<file path="config.mk">
export PLATFORM = sky130hd
export DESIGN_NAME = lfu_cache_table
export DESIGN_NICKNAME = d
export VERILOG_FILES = /design/src/rtl/lfu_pkg.sv /design/src/rtl/lfu_ctrl.sv /design/src/rtl/lfu_dp.sv /design/src/rtl/lfu_cache_table.sv
export SDC_FILE = /design/constraint.sdc
export NUM_CORES = 2
export LEC_CHECK = 0
export BUFFER_PORTS_ARGS = -buffer_cell sky130_fd_sc_hd__buf_2
export CAP_MARGIN = 20
export CORE_MARGIN = 2
export CORE_UTILIZATION = 47
export CTS_CLUSTER_DIAMETER = 50
export DETAILED_ROUTE_END_ITERATION = 10
export GPL_TIMING_DRIVEN = 0
export PLACE_DENSITY_LB_ADDON = 0.2
export SYNTH_ARGS = -nofsm -noshare
export SYNTH_HDL_FRONTEND = slang
export SYNTH_HIERARCHICAL = 1
export SYNTH_SLANG_ARGS = --single-unit
</file>
<file path="constraint.sdc">
create_clock -name clk -period 12.5 [get_ports clk]
set_input_delay 2.5 -clock clk [delete_from_list [all_inputs] [get_ports clk]]
set_output_delay 2.5 -clock clk [all_outputs]
set_load 0.05 [all_outputs]
</file>
<file path="src/rtl/lfu_pkg.sv">
// Shared constants and controller/datapath interface types for the LFU cache table.
package lfu_pkg;

	// Table geometry.
	localparam int ENTRIES = 16;
	localparam int IDX_W   = (ENTRIES > 1) ? $clog2(ENTRIES) : 1;
	localparam int USED_W  = $clog2(ENTRIES + 1);

	// Field widths.
	localparam int KEY_W = 32;
	localparam int VAL_W = 32;
	localparam int CNT_W = 32;
	localparam int CAP_W = 5;
	localparam int CMP_W = (USED_W > CAP_W) ? USED_W : CAP_W;

	// Capacity after reset.
	localparam logic [CAP_W-1:0] CAP_RESET = CAP_W'(16);

	// Request codes.
	localparam logic REQ_GET = 1'b0;
	localparam logic REQ_PUT = 1'b1;

	// Commands from the controller to the datapath.
	typedef struct packed {
		logic capture;
		logic lookup;
		logic scan_step;
		logic evict;
		logic insert;
		logic apply;
		logic load_out;
	} lfu_cmd_t;

	// Status from the datapath to the controller.
	typedef struct packed {
		logic hit;
		logic put_off;
		logic full;
		logic is_put;
		logic scan_last;
	} lfu_stat_t;

endpackage

</file>
<file path="src/rtl/lfu_ctrl.sv">
// Controller state machine that sequences lookup, victim scan, update and result hand-off.
module lfu_ctrl (
	input  logic              clk,
	input  logic              arst_n,
	input  logic              in_valid,
	input  logic              out_stall,
	input  lfu_pkg::lfu_stat_t stat,
	output logic              in_stall,
	output logic              out_valid,
	output lfu_pkg::lfu_cmd_t  cmd
);
	import lfu_pkg::*;

	typedef enum logic [6:0] {
		ST_IDLE   = 7'b0000001,
		ST_LOOKUP = 7'b0000010,
		ST_SCAN   = 7'b0000100,
		ST_EVICT  = 7'b0001000,
		ST_INSERT = 7'b0010000,
		ST_APPLY  = 7'b0100000,
		ST_DONE   = 7'b1000000
	} lfu_state_t;

	lfu_state_t state_q;
	lfu_state_t state_d;
	logic       out_valid_q;
	logic       out_free;

	// The output register can take a new word when it is empty or being drained.
	assign out_free = !out_valid_q || !out_stall;

	// Next state and command decode.
	always_comb begin
		state_d = state_q;
		cmd     = '0;
		unique case (state_q)
			ST_IDLE: begin
				if (in_valid) begin
					cmd.capture = 1'b1;
					state_d     = ST_LOOKUP;
				end
			end
			ST_LOOKUP: begin
				cmd.lookup = 1'b1;
				priority if (stat.put_off) begin
					state_d = ST_DONE;
				end else if (stat.hit) begin
					state_d = ST_APPLY;
				end else if (!stat.is_put) begin
					state_d = ST_DONE;
				end else if (stat.full) begin
					state_d = ST_SCAN;
				end else begin
					state_d = ST_INSERT;
				end
			end
			ST_SCAN: begin
				cmd.scan_step = 1'b1;
				if (stat.scan_last) begin
					state_d = ST_EVICT;
				end
			end
			ST_EVICT: begin
				cmd.evict = 1'b1;
				state_d   = ST_INSERT;
			end
			ST_INSERT: begin
				cmd.insert = 1'b1;
				state_d    = ST_DONE;
			end
			ST_APPLY: begin
				cmd.apply = 1'b1;
				state_d   = ST_DONE;
			end
			ST_DONE: begin
				if (out_free) begin
					cmd.load_out = 1'b1;
					state_d      = ST_IDLE;
				end
			end
			default: begin
				state_d = ST_IDLE;
			end
		endcase
	end

	// State and output valid registers.
	always_ff @(posedge clk or negedge arst_n) begin
		if (!arst_n) begin
			state_q     <= ST_IDLE;
			out_valid_q <= 1'b0;
		end else begin
			state_q <= state_d;
			if (cmd.load_out) begin
				out_valid_q <= 1'b1;
			end else if (!out_stall) begin
				out_valid_q <= 1'b0;
			end
		end
	end

	assign in_stall  = (state_q != ST_IDLE);
	assign out_valid = out_valid_q;

endmodule

</file>
<file path="src/rtl/lfu_dp.sv">
// Datapath: entry table, key match, victim scan, recency/count updates and output register.
module lfu_dp (
	input  logic                                 clk,
	input  logic                                 arst_n,
	input  lfu_pkg::lfu_cmd_t                    cmd,
	output lfu_pkg::lfu_stat_t                   stat,
	input  logic                                 cfg_wr_en,
	input  logic [lfu_pkg::CAP_W-1:0]            cfg_wr_data,
	input  logic                                 req_type,
	input  logic signed [lfu_pkg::KEY_W-1:0]     lookup_key,
	input  logic signed [lfu_pkg::VAL_W-1:0]     write_value,
	output logic                                 hit,
	output logic signed [lfu_pkg::VAL_W-1:0]     read_data
);
	import lfu_pkg::*;

	// Configuration and captured request.
	logic [CAP_W-1:0]  capacity_q;
	logic              req_put_q;
	logic [KEY_W-1:0]  req_key_q;
	logic [VAL_W-1:0]  req_val_q;

	// Entry table.
	logic [ENTRIES-1:0] valid_q;
	logic [KEY_W-1:0]   key_q  [ENTRIES];
	logic [VAL_W-1:0]   val_q  [ENTRIES];
	logic [CNT_W-1:0]   cnt_q  [ENTRIES];
	logic [IDX_W-1:0]   rank_q [ENTRIES];
	logic [USED_W-1:0]  used_q;

	// Lookup results and pending result word.
	logic [IDX_W-1:0]  hit_idx_q;
	logic              pend_hit_q;
	logic [VAL_W-1:0]  pend_data_q;

	// Victim scan state.
	logic [IDX_W-1:0]  scan_idx_q;
	logic              vic_found_q;
	logic [IDX_W-1:0]  vic_idx_q;
	logic [CNT_W-1:0]  vic_cnt_q;
	logic [IDX_W-1:0]  vic_rank_q;

	// Output register.
	logic              out_hit_q;
	logic [VAL_W-1:0]  out_data_q;

	// Combinational helpers.
	logic [ENTRIES-1:0] match;
	logic               any_match;
	logic [IDX_W-1:0]   match_idx;
	logic [VAL_W-1:0]   match_val;
	logic               free_any;
	logic [IDX_W-1:0]   free_idx;
	logic [IDX_W-1:0]   sel_idx;
	logic [CNT_W-1:0]   sel_cnt;
	logic [IDX_W-1:0]   sel_rank;
	logic [CNT_W-1:0]   cnt_inc;
	logic               put_off;
	logic               better;

	// Parallel key compare against all valid entries, first match wins.
	always_comb begin
		match_idx = '0;
		for (int i = ENTRIES - 1; i >= 0; i--) begin
			match[i] = valid_q[i] && (key_q[i] == req_key_q);
			if (match[i]) begin
				match_idx = IDX_W'(i);
			end
		end
	end

	assign any_match = |match;
	assign match_val = val_q[match_idx];

	// Lowest-numbered free slot.
	always_comb begin
		free_idx = '0;
		for (int i = ENTRIES - 1; i >= 0; i--) begin
			if (!valid_q[i]) begin
				free_idx = IDX_W'(i);
			end
		end
	end

	assign free_any = !(&valid_q);

	// One shared read port on counts and ranks: scan index while scanning, hit index otherwise.
	assign sel_idx  = cmd.scan_step ? scan_idx_q : hit_idx_q;
	assign sel_cnt  = cnt_q[sel_idx];
	assign sel_rank = rank_q[sel_idx];
	assign cnt_inc  = (sel_cnt == {CNT_W{1'b1}}) ? sel_cnt : sel_cnt + CNT_W'(1);

	// Scanned entry replaces the current victim if its count is lower, or equal and older.
	assign better = valid_q[scan_idx_q] &&
		(!vic_found_q || (sel_cnt < vic_cnt_q) ||
		 ((sel_cnt == vic_cnt_q) && (sel_rank > vic_rank_q)));

	// A put with zero capacity changes nothing.
	assign put_off = (req_put_q == REQ_PUT) && (capacity_q == '0);

	// Status toward the controller.
	always_comb begin
		stat.hit       = any_match;
		stat.put_off   = put_off;
		stat.is_put    = (req_put_q == REQ_PUT);
		stat.full      = (CMP_W'(used_q) >= CMP_W'(capacity_q)) ||
		                 (used_q == USED_W'(ENTRIES));
		stat.scan_last = (scan_idx_q == IDX_W'(ENTRIES - 1));
	end

	// Control state: capacity, valid bits, fill count and scan progress.
	always_ff @(posedge clk or negedge arst_n) begin
		if (!arst_n) begin
			capacity_q  <= CAP_RESET;
			valid_q     <= '0;
			used_q      <= '0;
			scan_idx_q  <= '0;
			vic_found_q <= 1'b0;
		end else begin
			if (cfg_wr_en) begin
				capacity_q <= cfg_wr_data;
			end
			if (cmd.capture) begin
				scan_idx_q  <= '0;
				vic_found_q <= 1'b0;
			end
			if (cmd.scan_step) begin
				scan_idx_q <= scan_idx_q + IDX_W'(1);
				if (better) begin
					vic_found_q <= 1'b1;
				end
			end
			if (cmd.evict && vic_found_q) begin
				valid_q[vic_idx_q] <= 1'b0;
				used_q             <= used_q - USED_W'(1);
			end
			if (cmd.insert && free_any) begin
				valid_q[free_idx] <= 1'b1;
				used_q            <= used_q + USED_W'(1);
			end
		end
	end

	// Payload: request, table contents, victim copy and result words.
	always_ff @(posedge clk) begin
		if (cmd.capture) begin
			req_put_q <= req_type;
			req_key_q <= lookup_key;
			req_val_q <= write_value;
		end
		if (cmd.lookup) begin
			hit_idx_q   <= match_idx;
			pend_hit_q  <= any_match && !put_off;
			pend_data_q <= (any_match && (req_put_q == REQ_GET)) ? match_val : '0;
		end
		if (cmd.scan_step && better) begin
			vic_idx_q  <= scan_idx_q;
			vic_cnt_q  <= sel_cnt;
			vic_rank_q <= sel_rank;
		end
		// Recency ranks shift around the entry being removed, inserted or touched.
		for (int i = 0; i < ENTRIES; i++) begin
			if (cmd.evict && vic_found_q && valid_q[i] && (rank_q[i] > vic_rank_q)) begin
				rank_q[i] <= rank_q[i] - IDX_W'(1);
			end
			if (cmd.insert && free_any && valid_q[i]) begin
				rank_q[i] <= rank_q[i] + IDX_W'(1);
			end
			if (cmd.apply && valid_q[i] && (rank_q[i] < sel_rank)) begin
				rank_q[i] <= rank_q[i] + IDX_W'(1);
			end
		end
		// A hit becomes most recent and its count rises, saturating.
		if (cmd.apply) begin
			rank_q[hit_idx_q] <= '0;
			cnt_q[hit_idx_q]  <= cnt_inc;
			if (req_put_q == REQ_PUT) begin
				val_q[hit_idx_q] <= req_val_q;
			end
		end
		// A new entry goes into the lowest free slot as most recent with count one.
		if (cmd.insert && free_any) begin
			key_q[free_idx]  <= req_key_q;
			val_q[free_idx]  <= req_val_q;
			cnt_q[free_idx]  <= CNT_W'(1);
			rank_q[free_idx] <= '0;
		end
		if (cmd.load_out) begin
			out_hit_q  <= pend_hit_q;
			out_data_q <= pend_data_q;
		end
	end

	assign hit       = out_hit_q;
	assign read_data = $signed(out_data_q);

endmodule

</file>
<file path="src/rtl/lfu_cache_table.sv">
// Top level of the LFU cache table: controller plus datapath.
//
// A fully associative 16-entry key/value cache with least-frequently-used
// replacement; among equal use counts the least recently used entry goes.
// The input channel (in_valid/in_stall) carries one request word: req_type
// (get or put), lookup_key and write_value. The output channel
// (out_valid/out_stall) returns one word per request: hit and read_data.
// The capacity register is written through cfg_wr_en/cfg_wr_data; the user
// must write it only while idle, as the block does not enforce this. One
// request is worked on at a time. A hit is applied and a put miss inserted
// before the result goes out, on a full table after a victim scan that reads
// one entry's count and rank per cycle through a single read port and an
// eviction. in_stall is high from acceptance until the result word moves
// into the output register. If the receiver stalls, the result waits in the
// output register while the next request is already accepted and worked on;
// that one then holds until the output register is free. Reset clears all
// valid bits and sets the capacity to 16; no clearing pass is needed.
module lfu_cache_table (
	input  logic                             clk,
	input  logic                             arst_n,
	input  logic                             cfg_wr_en,
	input  logic [lfu_pkg::CAP_W-1:0]        cfg_wr_data,
	input  logic                             in_valid,
	output logic                             in_stall,
	input  logic                             req_type,
	input  logic signed [lfu_pkg::KEY_W-1:0] lookup_key,
	input  logic signed [lfu_pkg::VAL_W-1:0] write_value,
	output logic                             out_valid,
	input  logic                             out_stall,
	output logic                             hit,
	output logic signed [lfu_pkg::VAL_W-1:0] read_data
);
	import lfu_pkg::*;

	lfu_cmd_t  cmd;
	lfu_stat_t stat;

	// Sequencing.
	lfu_ctrl u_ctrl (
		.clk       (clk),
		.arst_n    (arst_n),
		.in_valid  (in_valid),
		.out_stall (out_stall),
		.stat      (stat),
		.in_stall  (in_stall),
		.out_valid (out_valid),
		.cmd       (cmd)
	);

	// Table and arithmetic.
	lfu_dp u_dp (
		.clk         (clk),
		.arst_n      (arst_n),
		.cmd         (cmd),
		.stat        (stat),
		.cfg_wr_en   (cfg_wr_en),
		.cfg_wr_data (cfg_wr_data),
		.req_type    (req_type),
		.lookup_key  (lookup_key),
		.write_value (write_value),
		.hit         (hit),
		.read_data   (read_data)
	);

endmodule
</file>
==> metrics.txt <==
hold slack 0.419 ns; Fin. Hold Viols 0; peak supply drop 170 uV; RD Place Congestion 0.937; DRC 0; largest net degree at the start of global routing 48; launch point of the worst reg-to-reg path u_ctrl/state_q[4]; WL final 255 mm; initial antenna violation count 15; EDFF count, synth 1199; Pwr Density 162 nW/um2; Max Fanout on Critical Path 25; IO Pins 110; Startpoint Class register; Starting Density 47.4%; Netlist cell types 104; top area cells in the synthesized netlist edfxtp_1 45%, dfxtp_1 15%, xor2_1 3.9%; reg2reg setup slack 3.88 ns; Sink Count 1814; die area 172000 um2; delay of the slowest cell on the worst path 0.83 ns; fin. max-slew vios 0; CTS tree done; CP most frequent cell buf_2; post-DR vias/cell 6.09; worst setup margin 3.88 ns; Hold Path Origin u_dp/pend_data_q[27]; deepest clock path buffer count 3; final worst path period need 8.62 ns; HPWL after DPL 169 mm; Post-synth ARST share 2.15%; syn_nets 6418; Setup Buffers After CTS 0; YS warnings 6; first-pass GRT wire length 364 mm; status completed; WL per Instance 28.6 um; Clock Pin Slew Worst Setup and Hold Paths 0.06 ns; max_cap viols 0; DR iter-0 viols 6911; share of cells above drive strength 1 14.7%; Most Crowded Layer GR met2; critical path class register to register; PortBufs 108; most common cell after layout, fill and taps aside edfxtp_1; met3 Usage GRT 5.26%; Leak 32.0 nW; Seq/Total Area, Yosys 61.0%; Synth Area per Inst 12.9 um2; Root Driver clkbuf_16; CTS Buf Count 198; Least-Margin Pin Slew 1.30 ns; Post-layout nets 6795; pre-CTS setup slack 4.10 ns; worst clock skew 0.0621 ns; std cell rows 150; post-synth top area cell edfxtp_1; H-tree lvl count 4; Crit path max-delay family simple AND/OR/NAND/NOR gates; Diodes inserted 0; PostCTS Resize Cnt 0; share of the synthesized area in the top cell type 45.3%; total number of vias 54.2k; final period utilization 68.9%; grt ovf 0; CP bufs+invs 6; final setup violation count 0; crit-path cells or4_4 -> nor4b_2 -> buf_6 -> mux2i_1 -> buf_2 -> buf_2 -> buf_2 -> buf_2 -> nand2_1 -> and3_1 -> a31oi_1 -> ha_1 -> nor2b_1 -> o21ai_0 -> nand2b_1 -> a21oi_1 -> o21ai_0 -> nand2_1 -> o211ai_1 -> a21oi_1 -> o311ai_0 -> o211ai_1 -> and3_2 -> buf_16; Synth Instances 6151; RSZ-0062 raised after global routing no; number of nets with antenna violations after routing 0; synth-to-layout area growth 14.8%; Die W 415 um; predominant post-synthesis flop cell edfxtp_1; Req. time, crit path 13.02 ns; worst hold path type register to register; met2 GRT Util 46.4%; GR Util All Layers 29.1%; met1 GRT Util 39.0%; hold buffers post-CTS 0; most frequent cells in the layout 1199 x edfxtp_1, 694 x nand2_1, 576 x dfxtp_1; setup TNS 0 ns; Die Y 415 um; f_max 0.116 GHz; Pwr Total 14.7 mW; Crit. End Element register; vias in the first global route 52.5k; Relative slew margins 13.1%; Finished Layout Cells 8902; Core Region 168000 um2; critical path arrival 9.14 ns; Synth Register Bits 1814; mapped cell area 79500 um2; Crit-path slowest cell mux2i_1; cell count after placement 8526; drt first pass iters 7; CP Launch Point u_ctrl/state_q[4]; Clock Latency Late Sink 0.86 ns
layer usage:
metal	vias to the layer above	wire, um	part of all wire, %
li1	23600	-	-
met1	27100	102000	40
met2	2865	117000	46
met3	588	24000	9.4
met4	2	11200	4.4
met5	-	14	0.0055
state kept, by name, indices dropped and copies added, names as in the netlist, 32 cells and up:
signal            count
u_dp/req_val_q       32
u_dp/val_q          512
u_dp/key_q          512
u_dp/read_data       32
u_dp/vic_cnt_q       32
u_dp/cnt_q          512
u_dp/req_key_q       32
u_dp/pend_data_q     32
u_dp/rank_q          64
cells in the mapped netlist, types with 40 or more instances:
cell type and number:
xor2_1 350, buf_2 107, nor2_1 185, o21ai_0 388
nand2_1 694, inv_1 139, o21ai_2 44, nand4_1 119
mux4_2 133, a22o_1 65, a21boi_0 40, ha_1 190
xnor2_1 223, a21oi_1 47, o21ai_1 139, o22ai_1 53
nor3_1 79, mux2_2 73, clkbuf_1 181, dfxtp_1 576
nand2b_1 48, nor4_1 149, mux2i_1 274, nand3_1 66
o22a_1 48, edfxtp_1 1199
cell type report:
type	count	area [um2]
clock buffers	252	5430
clock inverters	118	1320
plain buffers	336	1690
repair buffers	177	2030
inverters	140	526
well taps	2204	2760
multi-input cells	3861	29000
fillers	14000	76300
flip-flops and latches	1814	48500
worst register-to-register path: stages (launching register included):
cell and delay [ns]:
dfrtp_1 0.45, or4_4 0.55, nor4b_2 0.43, buf_6 0.20
mux2i_1 0.84, buf_2 0.62, buf_2 0.40, buf_2 0.47
buf_2 0.41, nand2_1 0.09, and3_1 0.18, a31oi_1 0.51
ha_1 0.37, nor2b_1 0.13, o21ai_0 0.14, nand2b_1 0.07
a21oi_1 0.15, o21ai_0 0.22, nand2_1 0.15, o211ai_1 0.12
a21oi_1 0.18, o311ai_0 0.22, o211ai_1 0.32, and3_2 0.81
buf_16 0.26
report_power, final:
group | internal, mW | switching, mW | total, mW
clock | 3.41 | 2.54 | 5.96
combinational | 0.559 | 1.27 | 1.83
sequential | 6.68 | 0.278 | 6.96
path summary, 6_finish.rpt:
path / end / cells past startpoint
worst min register to register: u_dp/read_data[27] / 0
min in group asynchronous: u_dp/valid_q[11] / 1
worst max-delay path: u_dp/vic_rank_q[0] / 24
worst min-delay path: u_dp/read_data[27] / 0
worst max register to register: u_dp/vic_rank_q[0] / 24
max in group asynchronous: u_dp/capacity_q[4] / 2
logic make-up (layout without fill, tap and decap cells):
| logic type | count (synthesis) | count (layout) | synth area share, % |
|---|---|---|---|
| buffers and inverters | 476 | 1023 | 2.78 |
| AND/OR/NAND/NOR | 1522 | 1522 | 9.31 |
| multiplexers | 488 | 488 | 8.49 |
| flip-flops | 1814 | 1814 | 61.0 |
| adder cells (fa/ha/maj) | 192 | 192 | 3.04 |
| AO/OA/AOI/OAI | 1070 | 1070 | 8.70 |
| XOR/XNOR | 589 | 589 | 6.67 |
stage by stage:
step	utilization [%]	instance area, um2
final	54.5	91300
after global routing	54.5	91300
after CTS	54.4	91100
after detailed placement	50.3	84400
after global placement	49.4	82800
after floorplan	-	79500
No activity file was read; power rests on OpenSTA's default activity.
